==> src/design/psc_pkg.sv <==
// shared constants, register map and configuration type for the pedal sensor plausibility check
package psc_pkg;

    localparam int SensorW  = 12;
    localparam int TimeW    = 32;
    localparam int PersistW = 16;
    localparam int PctW     = 7;
    localparam int AddrW    = 4;
    localparam int DataW    = 32;

    localparam logic [SensorW-1:0]  MaxDiffReset  = 12'd409;
    localparam logic [SensorW-1:0]  LowLimReset   = 12'd5;
    localparam logic [SensorW-1:0]  HighLimReset  = 12'd3995;
    localparam logic [PersistW-1:0] PersistReset  = 16'd100;

    typedef enum logic [1:0] {
        REG_MAX_DIFF   = 2'd0,
        REG_LOW_LIMIT  = 2'd1,
        REG_HIGH_LIMIT = 2'd2,
        REG_PERSIST    = 2'd3
    } reg_idx_t;

    typedef struct packed {
        logic [SensorW-1:0]  max_difference;
        logic [SensorW-1:0]  low_limit;
        logic [SensorW-1:0]  high_limit;
        logic [PersistW-1:0] persist_ms;
    } cfg_t;

endpackage

==> src/design/pedal_sensor_plausibility_check.sv <==
// top level of the pedal sensor plausibility check: input register, check logic, result register
// Takes one word per clock: sensor_a, sensor_b and a millisecond timestamp. Sensor b is inverted
// (4095 - b) and the pair is implausible when the readings differ by more than max_difference or
// either reading leaves the window low_limit..high_limit. fault rises once the condition has held
// without a break for more than persist_ms (timestamps wrap modulo 2^32) and clears on the first
// plausible word. Each word also returns the mean position and its percentage 0..100. The path is
// an input register, combinational compare and fault-timer logic, and a result register; one
// word is taken every cycle as long as the result side keeps up. The user must write registers
// over the apb port while no word is in flight; the block itself does not enforce this.
module pedal_sensor_plausibility_check
    import psc_pkg::*;
(
    input  logic             aclk,
    input  logic             aresetn,
    input  logic             s_tvalid,
    output logic             s_tready,
    input  logic [55:0]      s_tdata,   // sensor_a[11:0], sensor_b[23:12], now_ms[55:24]
    output logic             m_tvalid,
    input  logic             m_tready,
    output logic [23:0]      m_tdata,   // fault[0], position_avg[12:1], position_pct[19:13], zeros
    input  logic             psel,
    input  logic             penable,
    input  logic             pwrite,
    input  logic [AddrW-1:0] paddr,
    input  logic [DataW-1:0] pwdata,
    output logic [DataW-1:0] prdata,
    output logic             pready
);

    cfg_t cfg;

    psc_regs u_regs (
        .aclk    (aclk),
        .aresetn (aresetn),
        .psel    (psel),
        .penable (penable),
        .pwrite  (pwrite),
        .paddr   (paddr),
        .pwdata  (pwdata),
        .prdata  (prdata),
        .cfg     (cfg)
    );

    assign pready = 1'b1;

    logic               in_valid_reg;
    logic [SensorW-1:0] sensor_a_reg;
    logic [SensorW-1:0] sensor_b_reg;
    logic [TimeW-1:0]   now_reg;

    logic               out_valid_reg;
    logic               fault_out_reg;
    logic [SensorW-1:0] avg_out_reg;
    logic [PctW-1:0]    pct_out_reg;

    logic               pending_reg;
    logic               pending_next;
    logic [TimeW-1:0]   fault_start_reg;
    logic [TimeW-1:0]   fault_start_next;
    logic               fault_latched_reg;
    logic               fault_latched_next;

    logic               advance;
    logic               s_accept;

    assign advance  = in_valid_reg && (!out_valid_reg || m_tready);
    assign s_tready = !in_valid_reg || advance;
    assign s_accept = s_tvalid && s_tready;

    // plausibility check
    logic [SensorW-1:0] a;
    logic [SensorW-1:0] b_inv;
    logic [SensorW-1:0] gap;
    logic               bad;
    logic [TimeW-1:0]   elapsed;
    logic               expired;

    assign a       = sensor_a_reg;
    assign b_inv   = ~sensor_b_reg;
    assign gap     = (a > b_inv) ? (a - b_inv) : (b_inv - a);
    assign bad     = (gap > cfg.max_difference)
                   || (a < cfg.low_limit) || (a > cfg.high_limit)
                   || (b_inv < cfg.low_limit) || (b_inv > cfg.high_limit);
    assign elapsed = now_reg - fault_start_reg;
    assign expired = elapsed > TimeW'(cfg.persist_ms);

    always_comb begin
        pending_next       = pending_reg;
        fault_start_next   = fault_start_reg;
        fault_latched_next = fault_latched_reg;
        if (bad) begin
            if (!pending_reg) begin
                pending_next       = 1'b1;
                fault_start_next   = now_reg;
                fault_latched_next = 1'b0;
            end else if (expired) begin
                fault_latched_next = 1'b1;
            end
        end else begin
            pending_next       = 1'b0;
            fault_start_next   = '0;
            fault_latched_next = 1'b0;
        end
    end

    // mean position and percentage, x / 4095 folded as high part plus carry
    logic [SensorW:0]   sum;
    logic [SensorW-1:0] avg;
    logic [18:0]        scaled;
    logic [PctW-1:0]    scaled_hi;
    logic [SensorW:0]   fold;
    logic [PctW-1:0]    pct;

    assign sum       = {1'b0, a} + {1'b0, b_inv};
    assign avg       = sum[SensorW:1];
    assign scaled    = 19'(avg) * 19'd100;
    assign scaled_hi = scaled[18:12];
    assign fold      = (SensorW+1)'(scaled_hi) + {1'b0, scaled[11:0]};
    assign pct       = scaled_hi + PctW'(fold >= 13'd4095);

    always_ff @(posedge aclk) begin
        if (!aresetn) begin
            in_valid_reg      <= 1'b0;
            out_valid_reg     <= 1'b0;
            pending_reg       <= 1'b0;
            fault_start_reg   <= '0;
            fault_latched_reg <= 1'b0;
        end else begin
            if (s_accept) begin
                in_valid_reg <= 1'b1;
            end else if (advance) begin
                in_valid_reg <= 1'b0;
            end
            if (advance) begin
                out_valid_reg     <= 1'b1;
                pending_reg       <= pending_next;
                fault_start_reg   <= fault_start_next;
                fault_latched_reg <= fault_latched_next;
            end else if (m_tready) begin
                out_valid_reg <= 1'b0;
            end
        end
    end

    always_ff @(posedge aclk) begin
        if (s_accept) begin
            sensor_a_reg <= s_tdata[11:0];
            sensor_b_reg <= s_tdata[23:12];
            now_reg      <= s_tdata[55:24];
        end
        if (advance) begin
            fault_out_reg <= fault_latched_next;
            avg_out_reg   <= avg;
            pct_out_reg   <= pct;
        end
    end

    assign m_tvalid = out_valid_reg;
    assign m_tdata  = {4'b0, pct_out_reg, avg_out_reg, fault_out_reg};

endmodule

==> src/design/psc_regs.sv <==
// apb configuration registers for the pedal sensor plausibility check
module psc_regs
    import psc_pkg::*;
(
    input  logic             aclk,
    input  logic             aresetn,
    input  logic             psel,
    input  logic             penable,
    input  logic             pwrite,
    input  logic [AddrW-1:0] paddr,
    input  logic [DataW-1:0] pwdata,
    output logic [DataW-1:0] prdata,
    output cfg_t             cfg
);

    cfg_t     cfg_reg;
    cfg_t     cfg_next;
    reg_idx_t idx;
    logic     wr_en;

    assign idx   = reg_idx_t'(paddr[3:2]);
    assign wr_en = psel && penable && pwrite;

    always_comb begin
        cfg_next = cfg_reg;
        if (wr_en) begin
            case (idx)
                REG_MAX_DIFF:   cfg_next.max_difference = pwdata[SensorW-1:0];
                REG_LOW_LIMIT:  cfg_next.low_limit      = pwdata[SensorW-1:0];
                REG_HIGH_LIMIT: cfg_next.high_limit     = pwdata[SensorW-1:0];
                REG_PERSIST:    cfg_next.persist_ms     = pwdata[PersistW-1:0];
                default:        cfg_next = cfg_reg;
            endcase
        end
    end

    always_ff @(posedge aclk) begin
        if (!aresetn) begin
            cfg_reg.max_difference <= MaxDiffReset;
            cfg_reg.low_limit      <= LowLimReset;
            cfg_reg.high_limit     <= HighLimReset;
            cfg_reg.persist_ms     <= PersistReset;
        end else begin
            cfg_reg <= cfg_next;
        end
    end

    always_comb begin
        case (idx)
            REG_MAX_DIFF:   prdata = DataW'(cfg_reg.max_difference);
            REG_LOW_LIMIT:  prdata = DataW'(cfg_reg.low_limit);
            REG_HIGH_LIMIT: prdata = DataW'(cfg_reg.high_limit);
            REG_PERSIST:    prdata = DataW'(cfg_reg.persist_ms);
            default:        prdata = '0;
        endcase
    end

    assign cfg = cfg_reg;

endmodule

==> config.mk <==
export PLATFORM = sky130hd
export DESIGN_NAME = pedal_sensor_plausibility_check
export DESIGN_NICKNAME = d
export VERILOG_FILES = /design/src/design/psc_pkg.sv /design/src/design/pedal_sensor_plausibility_check.sv /design/src/design/psc_regs.sv
export SDC_FILE = /design/constraint.sdc
export NUM_CORES = 1
export LEC_CHECK = 0
export BUFFER_PORTS_ARGS = -buffer_cell sky130_fd_sc_hd__buf_2
export CAP_MARGIN = 15
export CORE_MARGIN = 1.5
export CORE_UTILIZATION = 60
export DETAILED_ROUTE_END_ITERATION = 8
export PLACE_DENSITY = 0.88
export SYNTH_ARGS = -nofsm -noshare
export SYNTH_HDL_FRONTEND = slang
export SYNTH_SLANG_ARGS = --single-unit
export TNS_END_PERCENT = 50
==> constraint.sdc <==
create_clock -name aclk -period 9.6 [get_ports aclk]
set_input_delay 0.96 -clock aclk [delete_from_list [all_inputs] [get_ports aclk]]
set_output_delay 0.96 -clock aclk [all_outputs]
set_load 0.01 [all_outputs]
After elaboration in Yosys (flattened, before gate mapping)
Cells that the tools add are included.

Register bits: 164. Output and inout port bits: 59. Word-level logic and storage cells: 67.

$add $sub $neg: 6. Multiply operators: 1. $lt $le $gt $ge: 8. Eq/ne operators: 4. Mux-type cells: 12. Bitwise operators: 1. Reduce and logical (&&, ||, !) cells: 20.

Operators by type and width (count): one-hot mux 32 bit (4 select lines) (1); two-way mux 32 bit (2); greater-than comparator 12 bit (4); greater-than comparator 32 x 16 -> 1 bit (1); subtractor 32 bit (1); less-than comparator 12 bit (2); subtractor 12 bit (2); multiplier 12 x 5 -> 17 bit (second input constant) (1); adder 12 x 12 -> 13 bit (1); adder 7 x 12 -> 13 bit (1); >= comparator 13 x 12 -> 1 bit (second input constant) (1); two-way mux 12 bit (1); NOT 12 bit (1); AND reduction 2 bit (5); two-way mux 1 bit (8); adder 7 x 1 -> 7 bit (1); logical OR 1 bit (6); == test 2 bit (second input constant) (2); logical AND 1 bit (4); nonzero test 2 bit (2); == test 2 x 1 -> 1 bit (second input constant) (1); zero test 1 bit (2); zero test 2 bit (1); inequality test 2 bit (second input constant) (1).

Logic depth before layout (Yosys ltp)
Gate-level depths: netlist of the first run.

Depth in word-level cells: 10. Gate-level depth with buffers: 35. Gate-level depth less buffers: 35.

Hierarchy
Synthesis of the first run repeated with hierarchy kept, for this count alone.

Cell total of the unflattened synthesis: 1349. Area, all modules: 12703.4 µm².

By module, submodules not included: pedal_sensor_plausibility_check (times used 1, cells an instance 1108, area an instance 10206.0 µm², seq. area each 3002.9 µm²); psc_regs (times used 1, cells an instance 241, area an instance 2497.4 µm², seq. area each 1041.0 µm²).

Worst setup path after synthesis of the first run
Ideal clock, no wire load.

Kind: register -> register. Start: reg sensor_a_reg[1] (netlist: a[1]). End: reg pct_out_reg[6], data pin. Arrival: 6557 ps. Data required time: 9327 ps. Slack: 2771 ps. Cell stages (with the launch flop): 33. Buffers on the path: 0. Clock period less this slack: 6829 ps. Cells stage by stage: edfxtp_1 -> inv_1 -> ha_1 -> inv_1 -> a21oi_1 -> o21bai_1 -> a21oi_1 -> o21ba_2 -> o21bai_1 -> a211o_1 -> xnor2_1 -> inv_1 -> ha_1 -> ha_1 -> fa_1 -> ha_1 -> and3_1 -> a21oi_1 -> nand2_1 -> nor2_1 -> xor2_1 -> fa_1 -> inv_1 -> a21o_1 -> maj3_1 -> maj3_1 -> nand2_1 -> o21ai_0 -> a21o_1 -> ha_1 -> and3_1 -> and3_1 -> xor2_1.

Word-level cells in the longest chain between the ends: 5.

RTL lines: from (decl) (RTL line pedal_sensor_plausibility_check.sv:47) `logic [SensorW-1:0] sensor_a_reg;`; from (signal assigned) (RTL line pedal_sensor_plausibility_check.sv:147) `sensor_a_reg <= s_tdata[11:0];`; adder 12 x 12 -> 13 bit (*) (RTL line pedal_sensor_plausibility_check.sv:114) `assign sum = {1'b0, a} + {1'b0, b_inv};`; via sum[9] (RTL line pedal_sensor_plausibility_check.sv:107) `logic [SensorW:0] sum;`; multiplier 12 x 5 -> 17 bit (*) (RTL line pedal_sensor_plausibility_check.sv:116) `assign scaled = 19'(avg) * 19'd100;`; adder 7 x 12 -> 13 bit (RTL line pedal_sensor_plausibility_check.sv:118) `assign fold = (SensorW+1)'(scaled_hi) + {1'b0, scaled[11:0]};`; >= comparator 13 x 12 -> 1 bit (RTL line pedal_sensor_plausibility_check.sv:119) `assign pct = scaled_hi + PctW'(fold >= 13'd4095);`; adder 7 x 1 -> 7 bit (*) (RTL line pedal_sensor_plausibility_check.sv:119); via pct[6] (RTL line pedal_sensor_plausibility_check.sv:112) `logic [PctW-1:0] pct;`; to (signal assigned) (RTL line pedal_sensor_plausibility_check.sv:154) `pct_out_reg <= pct;`; to (decl) (RTL line pedal_sensor_plausibility_check.sv:54) `logic [PctW-1:0] pct_out_reg;`.

Mark *: on every way through the listed nets, which the timed path passes. The rest lies on a longest branch. A chain may end at the register's enable or synchronous reset.

Worst setup path after layout of the first run
Ends and elaborated chain as after synthesis.

==> results by group, run 1 <==
Worst setup path
  • Crit-path max FO: 6
  • Reg2Reg Depth: 32
  • WS Path Type: reg -> reg
  • Reg2Reg Launch Point: a[1]
  • Most used cell, CP: ha_1
  • Crit path DAT: 7.84 ns
  • Critical Path Slowest Stage Cell: edfxtp_1
  • Flop-to-flop setup slack: 1.93 ns
  • CP Launch Type: flop
  • Crit path largest cell delay: roughly 0.50 ns
  • Worst Setup End Kind: flop
  • Required time worst endpoint: a little under 10 ns
  • Worst reg2reg endpoint: pct_out_reg[6]

Floorplan
  • Die footprint: ~22000 sq um
  • Die width: roughly 150 um
  • Core area: slightly above 20000 sq um
  • Die Ht: ~150 um
  • Starting density of the core: between 60% and 70%
  • IO Pins: 158
  • Standard-cell rows: 52

Clock network
  • Worst skew pair latency: 0.44 ns
  • CTS Buf Count: 17
  • Clock Tree Root: clkbuf_16
  • Post-cts resize count: 0
  • CTS H-tree lvls: 4
  • CTS tree: built
  • Hold buffer count at CTS: 0
  • CTS max path bufs: 2
  • Clock Sinks: 164
  • Post-CTS setup buffer count: 0
  • Clock Pin Slew Worst Setup and Hold Paths: roughly 0.07 ns

Synthesis
  • Synth cell types: roughly 80
  • Register area share after synthesis: about a third
  • Main synth FF type: dfxtp_1
  • Yosys warning total: 0
  • Syn Area/Cell: approximately 9.3 sq um
  • Synth Register Bits: approximately 160
  • Synth area leaders: ha_1 (18%), edfxtp_1 (18%), dfxtp_1 (14%)
  • Post-synth top area cell: ha_1
  • Synth Instances: about 1300
  • Top cell type's share of synthesized area: 18.5%
  • Async set-or-reset flop fraction in the synthesized netlist: 0%
  • Synth Cell Area: between 10000 and 15000 sq um
  • Post-synth EDFFs: 76

Worst hold path
  • Hold path endpoint: fault_start_reg[6]
  • HP Start: fault_start_reg[6]
  • Hold-critical path depth: 1
  • Min-delay worst type: reg -> reg

STA
  • Final slew viol count: 0
  • Fin crit share: approximately 80%
  • Final setup fails: 0
  • Fmax: 0.130 GHz
  • Fin. Hold Viols: 0
  • Hold Slack: 0.480 ns
  • Relative slew slack: between 30% and 40%
  • Sum Neg Setup Slack: 0 ns
  • Tmin final: about 7.7 ns
  • Worst-Margin Slew: 0.968 ns
  • Final Skew: between 0.01 and 0.015 ns
  • Final worst slack: slightly below 2 ns
  • RSZ-0062 raised after global routing: no

Layout
  • Area delta synth->final: 10.6%
  • Max reg flops: 52
  • Fin cells: 1716
  • Most common cell after layout, fill and taps aside: ha_1
  • Final nets: 1727
  • Commonest cells after routing, fill and taps aside: ha_1 (184), inv_1 (159), nand2_1 (139)
  • Layout cell share with drive strength beyond 1: 12.9%
  • Fill cells: 1528
  • Final core occ: between 60% and 70%
  • Multi-input gate area: 7570 sq um
  • Post-route cell area: 13800 sq um
  • Seq. cell area: ~4000 sq um

Route
  • DRT Wirelength: ~30 mm
  • Via count: 10300
  • DR iter-0 viols: between 700 and 800
  • DRC: 0
  • Post-route ant nets: 0
  • DR WL/cell: approximately 18 um
  • Vias per Instance: approximately 6.0
  • First-pass DRT Iterations: 5

Power and ir drop
  • VDD IR max: 187 uV
  • Total power: roughly 2.9 mW
  • Pwr/cell area: 209 nW/um^2
  • P_leak: around 6.1 nW

Placed design
  • Placer Congestion: ~0.93
  • Dpl cells: approximately 1700
  • Placed inst area: 13200 sq um
  • IO buf count: about 120
  • Placed wire-length estimate: roughly 23 mm
  • Pre-CTS WS: around 2 ns

Global route
  • Vias in the first global route: between 10000 and 15000
  • Pin count of the biggest net entering global routing: 61
  • Total grt overflow: 0
  • Initial antenna violation count: 0
  • Total track usage: between 20 and 30%
  • First-pass GRT wire length: 49.2 mm

Outcome
  • Outcome: finished clean

Job
  • Max Cap Viol: 0
==> power by group <==
part           leakage, nW  switching [mW]  total [mW]  internal (mW)
Combinational         4.40           0.774        1.35          0.572
Sequential            1.45          0.0248       0.830          0.805
Clock                0.293           0.309       0.701          0.392
Total                 6.14            1.11        2.88           1.77
==> routing by layer <==
metal / global-route usage [%] / vias to the layer above / share of wire [%]
li1: - / 4921 / -
met4: 12.5 / 0 / 3.5
met2: 48.2 / 439 / 48
met3: 5.00 / 78 / 6.9
met1: 35.9 / 4835 / 42
met5: 0 / - / 0
==> worst max-delay path, delay by kind of cell (launching register included) <==
family | cells | cell delay [ns]
xor gates and xnor gates | 3 | 0.90
DFF | 1 | 0.50
adders and majority gates | 9 | 3.14
buffers and inverters | 4 | 0.37
and+or+nand+nor | 5 | 0.75
AOI/OAI and AO/OA | 11 | 1.73
==> cell usage after synthesis, types with 3 or more instances <==
cell type / number
nand2b_1: 11
mux2i_1: 5
buf_2: 5
a211oi_1: 14
xor2_1: 26
a31oi_1: 7
o2111ai_1: 4
nor2_1: 32
ha_1: 184
a211o_1: 8
a31o_2: 3
edfxtp_1: 76
xnor2_1: 38
o221ai_1: 3
nor2b_1: 18
or3_1: 4
a41oi_1: 3
nand4_1: 26
mux4_2: 12
and3_1: 16
buf_4: 22
o21ai_1: 6
a22o_1: 32
a21boi_0: 34
buf_1: 3
nand3_1: 21
o21ai_0: 34
fa_1: 12
and2_1: 8
clkbuf_1: 36
nand2_1: 139
o211ai_1: 21
inv_1: 159
a21oi_1: 74
a21o_1: 51
o21bai_1: 14
dfxtp_1: 88
a2111oi_0: 4
nor4_1: 5
nor3_1: 20
o311ai_0: 3
o21a_1: 13
==> how the worst max path moves through the flow <==
stage          start        endpoint  cells past startpoint
6_report        a[1]  pct_out_reg[6]                     32
5_1_grt         a[1]  pct_out_reg[6]                     33
4_1_cts         a[1]  pct_out_reg[6]                     33
3_5_place_dp    a[1]  pct_out_reg[6]                     33
3_3_place_gp    a[1]  pct_out_reg[6]                     32
2_1_floorplan   a[1]  pct_out_reg[6]                     32
==> kinds of logic (layout without fill, tap and decap cells) <==
group / after synthesis / after routing / share of synthesized area, %
multiplexers: 18 / 18 / 2.66
flip-flops: 164 / 164 / 32.5
AND/OR/NAND/NOR: 315 / 315 / 12.2
adder cells (fa/ha/maj): 198 / 198 / 20.6
XOR/XNOR: 64 / 64 / 4.50
AO/OA/AOI/OAI: 351 / 351 / 20.0
buffers and inverters: 225 / 314 / 7.50
other: 2 / 22 / 0.0603
==> area by class of cell <==
type | instances | share of cell area (%)
clock inverter | 11 | 0.782
antenna | 1 | 0.0182
multi-input combinational | 967 | 55.0
timing repair buffer | 123 | 4.56
tap | 270 | 2.45
sequential | 164 | 29.4
clock buffer | 21 | 3.50
inverter | 159 | 4.34
No activity file was read; power rests on OpenSTA's default activity.
==> run 2: changes to the inputs <==
Clock period 9.6 ns to 7.35 ns, I/O delays scaled along.
==> results by group, run 2 (synthesis gave the netlist of run 1 again) <==
Clock network
  • CTS max path bufs: 2 (unchanged)
  • CTS tree: built
  • Clock Pin Slew Worst Setup and Hold Paths: 0.07 ns (about the same)
  • CTS Buf Count: 17 (unchanged)
  • Clock Tree Root: clkbuf_16
  • Hold buffer count at CTS: 0 (unchanged)
  • Worst skew pair latency: 0.44 ns (about the same)
  • Clock Sinks: 164 (unchanged)
  • CTS H-tree lvls: 4 (unchanged)

Placed design
  • IO buf count: 118 (unchanged)
  • Pre-CTS WS: 0.0953 ns (-1.90 ns)
  • Placer Congestion: 0.932 (+0.36%)
  • Placed wire-length estimate: 22.7 mm (+0.52%)
  • Placed inst area: 13300 sq um (+0.68%)
  • Dpl cells: 1695 (+0.71%)

Worst setup path
  • CP Launch Type: flop
  • Required time worst endpoint: 7.52 ns (-2.25 ns)
  • Top delay family on crit path: adder cells
  • Worst path buffer plus inverter count: 4 (unchanged)
  • Crit path DAT: 7.25 ns (-0.59 ns)
  • Critical Path Slowest Stage Cell: fa_1
  • Reg2Reg Depth: 33 (+3.1%)
  • Worst Setup End Kind: flop
  • Reg2Reg Launch Point: sensor_b_reg[0]
  • Flop-to-flop setup slack: 0.28 ns (-1.66 ns)
  • Crit-path max FO: 4 (-2)
  • Crit path largest cell delay: 0.51 ns (about the same)
  • Worst reg2reg endpoint: pct_out_reg[6]
  • Most used cell, CP: ha_1
  • WS Path Type: reg -> reg

Power and ir drop
  • NetSw: 1.52 mW (+37%)
  • P_leak: 6.25 nW (+1.8%)
  • VDD IR max: 228 uV (+22%)
  • Gate power share: 49.6% (+2.8 points)
  • Clock share of power: 22.6% (-1.8 points)
  • Sw Ratio: 38.9% (+0.41 points)
  • Sequential power share: 27.8% (-1.1 points)
  • P_int: 2.38 mW (+35%)
  • Pwr/cell area: 278 nW/um^2 (+33%)

Floorplan
  • Die Ht: 147 um (unchanged)
  • Core area: 20300 sq um (unchanged)
  • Standard-cell rows: 52 (unchanged)
  • Starting density of the core: 61.3% (unchanged)
  • IO Pins: 158 (unchanged)
  • Die width: 147 um (unchanged)
  • Die footprint: 21600 sq um (unchanged)

STA
  • Tmin final: 7.07 ns (-0.593 ns)
  • Relative slew slack: 44.4% (+8.9 points)
  • Fmax: 0.141 GHz (+8.4%)
  • Hold Slack: 0.464 ns (-0.0163 ns)
  • Worst-Margin Slew: 0.834 ns (-0.133 ns)
  • Final Skew: 0.0137 ns (+0.000650 ns)
  • Final worst slack: 0.278 ns (-1.66 ns)
  • Final setup fails: 0 (unchanged)
  • Fin. Hold Viols: 0 (unchanged)
  • Final slew viol count: 0 (unchanged)
  • Fin crit share: 96.2% (+16 points)

Route
  • DRC: 0 (unchanged)
  • DRT Wirelength: 30.4 mm (+0.47%)
  • Via count: 10400 (+0.88%)
  • Post-route ant nets: 0 (unchanged)
  • Vias per Instance: 5.98 (-0.17%)
  • DR iter-0 viols: 749 (+5.5%)
  • DR WL/cell: 17.5 um (-0.58%)
  • First-pass DRT Iterations: 5 (unchanged)

Layout
  • Max reg flops: 52 (unchanged)
  • Post-route cell area: 14000 sq um (+1.8%)
  • Layout cell share with drive strength beyond 1: 15.6% (+2.6 points)
  • Fin cells: 1734 (+1.0%)
  • Fill cells: 1504 (-1.6%)
  • Most common cell after layout, fill and taps aside: ha_1
  • Final nets: 1745 (+1.0%)
  • Commonest cells after routing, fill and taps aside: ha_1 (182), inv_1 (158), nand2_1 (139)
  • Area delta synth->final: 12.6%
  • Final core occ: 69.0% (+1.2 points)

Global route
  • Pin count of the biggest net entering global routing: 61 (unchanged)
  • Total grt overflow: 0 (unchanged)
  • First-pass GRT wire length: 48.4 mm (-1.5%)
  • Total track usage: 28.1% (-0.48 points)
  • Vias in the first global route: 10000 (-0.64%)
  • Initial antenna violation count: 1 (+1)

Worst hold path
  • Min-delay worst type: in -> reg
  • Hold path endpoint: now_reg[4]
  • HP Start: s_tdata[28]
  • Hold-critical path depth: 1 (unchanged)

Outcome
  • Outcome: finished clean

Job
  • Max Cap Viol: 0 (unchanged)
## run 2: cell types whose count changed in the layout (fill, tap and decap cells not counted), moves of 3 or more
| cell | delta |
|---|---|
| buf_4 | +18 |
| a21oi_1 | -6 |
| a21oi_2 | +6 |
| xnor2_1 | -4 |
| xnor2_2 | +4 |
| xor2_1 | -3 |
| xor2_2 | +3 |
## run 2: how the worst max path moves through the flow
stage,from,cells past startpoint,to
after detailed placement,sensor_b_reg[1],35,pct_out_reg[4]
after CTS,sensor_b_reg[1],35,pct_out_reg[4]
final,sensor_b_reg[0],33,pct_out_reg[6]
after global routing,sensor_b_reg[0],36,pct_out_reg[6]
after global placement,sensor_b_reg[1],33,pct_out_reg[6]
after floorplan,a[1],32,pct_out_reg[6]
## run 2: area by class of cell
| cell class | instances | area [sq um] | area share, % |
|---|---|---|---|
| timing repair buffer | 141 | 763 | 5.45 |
| inverter | 159 | 597 | 4.26 |
| antenna | 1 | 2.50 | 0.0179 |
| tap | 270 | 338 | 2.41 |
| clock inverter | 13 | 136 | 0.973 |
| clock buffer | 19 | 443 | 3.16 |
| multi-input combinational | 967 | 7690 | 54.9 |
| sequential | 164 | 4040 | 28.9 |
## run 2: power groups by stage
stage	registers (mW)	clock network, mW	logic, mW
2_1_floorplan	1.11	0	1.35
3_3_place_gp	1.10	0	1.70
3_5_place_dp	1.10	0	1.79
4_1_cts	1.08	0.890	1.81
5_1_grt	1.09	0.923	2.16
6_report	1.08	0.883	1.93
## run 2: routing by layer
layer / GRT usage [%] / share of wire, % / vias up
met5: 0 / 0.030 / -
met2: 46.9 / 48 / 422
li1: - / - / 4960
met1: 35.5 / 42 / 4896
met4: 12.6 / 3.7 / 2
met3: 4.97 / 6.6 / 83
## run 2: timing repair
item,in CTS,in global routing
gates resized for setup,0,25
buffers inserted,0,6
endpoints found under the setup margin,0,7
endpoints found under the hold margin,0,0
## run 2: per-stage QoR
step / power (mW) / TNS, ns
after floorplan: 2.46 / 0
after global placement: 2.80 / 0
after detailed placement: 2.89 / 0
after CTS: 3.78 / 0
after global routing: 4.18 / -0.343
final: 3.90 / 0
## run 2: worst register-to-register path, delay by kind of cell (launching register included)
family                   cells  cell delay [ns]
AO/OA/AOI/OAI               11             1.58
XOR/XNOR                     3             0.47
adder cells (fa/ha/maj)     10             3.24
buffers and inverters        4             0.29
flip-flops                   1             0.43
AND/OR/NAND/NOR              5             0.80
==> run 3: changes to the inputs <==
Settings changed: CORE_UTILIZATION 60 to 50, PLACE_DENSITY 0.88 to 0.76.
==> results by group, run 3 (synthesis gave the netlist of run 1 again) <==
Power and ir drop
  • Pwr/cell area: 280 nW/um^2 (+0.70%)
  • Total power: 3.96 mW (+1.4%)
  • VDD IR max: 305 uV (+33%)
  • P_leak: 6.27 nW (+0.24%)

Route
  • Post-route ant nets: 0 (unchanged)
  • Via count: 9954 (-3.9%)
  • DRC: 0 (unchanged)
  • DRT Wirelength: 29.5 mm (-2.8%)
  • Vias per Instance: 5.56 (-7.0%)
  • First-pass DRT Iterations: 6 (+1)
  • DR WL/cell: 16.5 um (-5.9%)
  • DR iter-0 viols: 735 (-1.9%)

Floorplan
  • Core area: 24400 sq um (+20%)
  • IO Pins: 158 (unchanged)
  • Die Ht: 161 um (+9.3%)
  • Die width: 161 um (+9.3%)
  • Standard-cell rows: 57 (+9.6%)
  • Die footprint: 25900 sq um (+20%)
  • Starting density of the core: 51.0% (-10 points)

STA
  • Sum Neg Setup Slack: 0 ns (unchanged)
  • Final setup fails: 0 (unchanged)
  • Relative slew slack: 47.1% (+2.7 points)
  • Tmin final: 6.98 ns (-0.0877 ns)
  • Fin crit share: 95.0% (-1.2 points)
  • Worst-Margin Slew: 0.793 ns (-0.0409 ns)
  • Final Skew: 0.0144 ns (+0.000662 ns)
  • Final slew viol count: 0 (unchanged)
  • Hold Slack: 0.461 ns (-0.00271 ns)
  • Fmax: 0.143 GHz (+1.3%)
  • Fin. Hold Viols: 0 (unchanged)

Outcome
  • Outcome: finished clean

Clock network
  • CTS tree: built
  • Clock Sinks: 164 (unchanged)
  • Hold buffer count at CTS: 0 (unchanged)
  • Clock Tree Root: clkbuf_16
  • CTS max path bufs: 2 (unchanged)
  • CTS Buf Count: 17 (unchanged)
  • CTS H-tree lvls: 4 (unchanged)
  • Worst skew pair latency: 0.44 ns (about the same)
  • Clock Pin Slew Worst Setup and Hold Paths: 0.07 ns (about the same)

Global route
  • First-pass GRT wire length: 47.7 mm (-1.6%)
  • Grt peak-use layer: met2
  • Pin count of the biggest net entering global routing: 61 (unchanged)
  • Total track usage: 23.1% (-4.9 points)
  • M1 GR Usage: 30.5% (-5.0 points)
  • M2 GR Usage: 39.0% (-7.9 points)
  • Initial antenna violation count: 0 (-1)
  • Met3 Use GR: 2.89% (-2.1 points)
  • Total grt overflow: 0 (unchanged)
  • Vias in the first global route: 9582 (-4.3%)

Worst setup path
  • Worst Setup End Kind: flop
  • Crit-path max FO: 4 (unchanged)
  • Critical Path Slowest Stage Cell: fa_1
  • CP Launch Type: flop
  • Crit path largest cell delay: 0.50 ns (about the same)
  • Worst path buffer plus inverter count: 4 (unchanged)
  • Top delay family on crit path: adder cells
  • Required time worst endpoint: 7.52 ns (about the same)
  • WS Path Type: reg -> reg
  • Crit path DAT: 7.15 ns (-0.10 ns)

Layout
  • Commonest cells after routing, fill and taps aside: ha_1 (179), inv_1 (158), nand2_1 (139)
  • Fill cells: 2153 (+43%)
  • Layout cell share with drive strength beyond 1: 15.7% (+0.12 points)
  • Final core occ: 57.9% (-11 points)
  • Final nets: 1747 (+0.11%)
  • Area delta synth->final: 13.4%
  • Most common cell after layout, fill and taps aside: ha_1
  • Post-route cell area: 14100 sq um (+0.71%)
  • Max reg flops: 52 (unchanged)

Job
  • Max Cap Viol: 0 (unchanged)

Placed design
  • IO buf count: 118 (unchanged)
  • Placed inst area: 13300 sq um (+0.57%)
  • Placer Congestion: 0.901 (-3.3%)
  • Placed wire-length estimate: 22.8 mm (+0.35%)

Worst hold path
  • Min-delay worst type: in -> reg
run 3: path summary, 6_finish.rpt:
kind                                         start            endpoint  slack, ns  depth (start not counted)
worst min-delay path                   s_tdata[35]         now_reg[11]       0.46                          1
worst max register to register     sensor_b_reg[0]      pct_out_reg[6]       0.37                         33
worst min register to register  fault_start_reg[6]  fault_start_reg[6]       0.48                          1
worst max-delay path               sensor_b_reg[0]      pct_out_reg[6]       0.37                         33
run 3: power breakdown:
group | total [mW] | internal (mW) | switching (mW)
registers | 1.08 | 1.05 | 0.0306
logic | 1.97 | 0.888 | 1.08
clock network | 0.907 | 0.509 | 0.398
run 3: layer usage:
layer  wire length [um]  part of all wire (%)
met1              13500                    46
met4                795                   2.7
met3               1240                   4.2
met2              14000                    47
met5                  0                     0
run 3: layout make-up:
class | count | area (sq um) | area share [%]
Timing Repair Buffer | 143 | 778 | 5.51
Inverter | 159 | 597 | 4.23
Antenna cell | 1 | 2.50 | 0.0177
Tap cell | 324 | 405 | 2.87
Multi-Input combinational cell | 967 | 7690 | 54.5
Clock inverter | 10 | 78.8 | 0.558
Sequential cell | 164 | 4040 | 28.6
Clock buffer | 22 | 518 | 3.67
run 3: per-stage QoR:
stage | worst slack (ns) | std cells
floorplan | 0.521 | 1356
global placement | 0.305 | 1751
detailed placement | 0.129 | 1751
CTS | 0.109 | 1783
global route | -0.0491 | 1789
finish | 0.366 | 1790
run 3: what timing repair did:
action                                 4_1_cts  5_1_grt
setup endpoints to repair                    0        7
gates resized for setup                      0       25
setup buffers                                0        6
endpoints found under the hold margin        0        0
run 3: worst reg2reg max path, delay by kind of cell (launching register included):
family          cells  cell delay, ns
compound gates     11            1.61
xor+xnor            3            0.52
fa+ha+maj          10            3.07
buf+inv             4            0.27
flops               1            0.40
simple gates        5            0.85
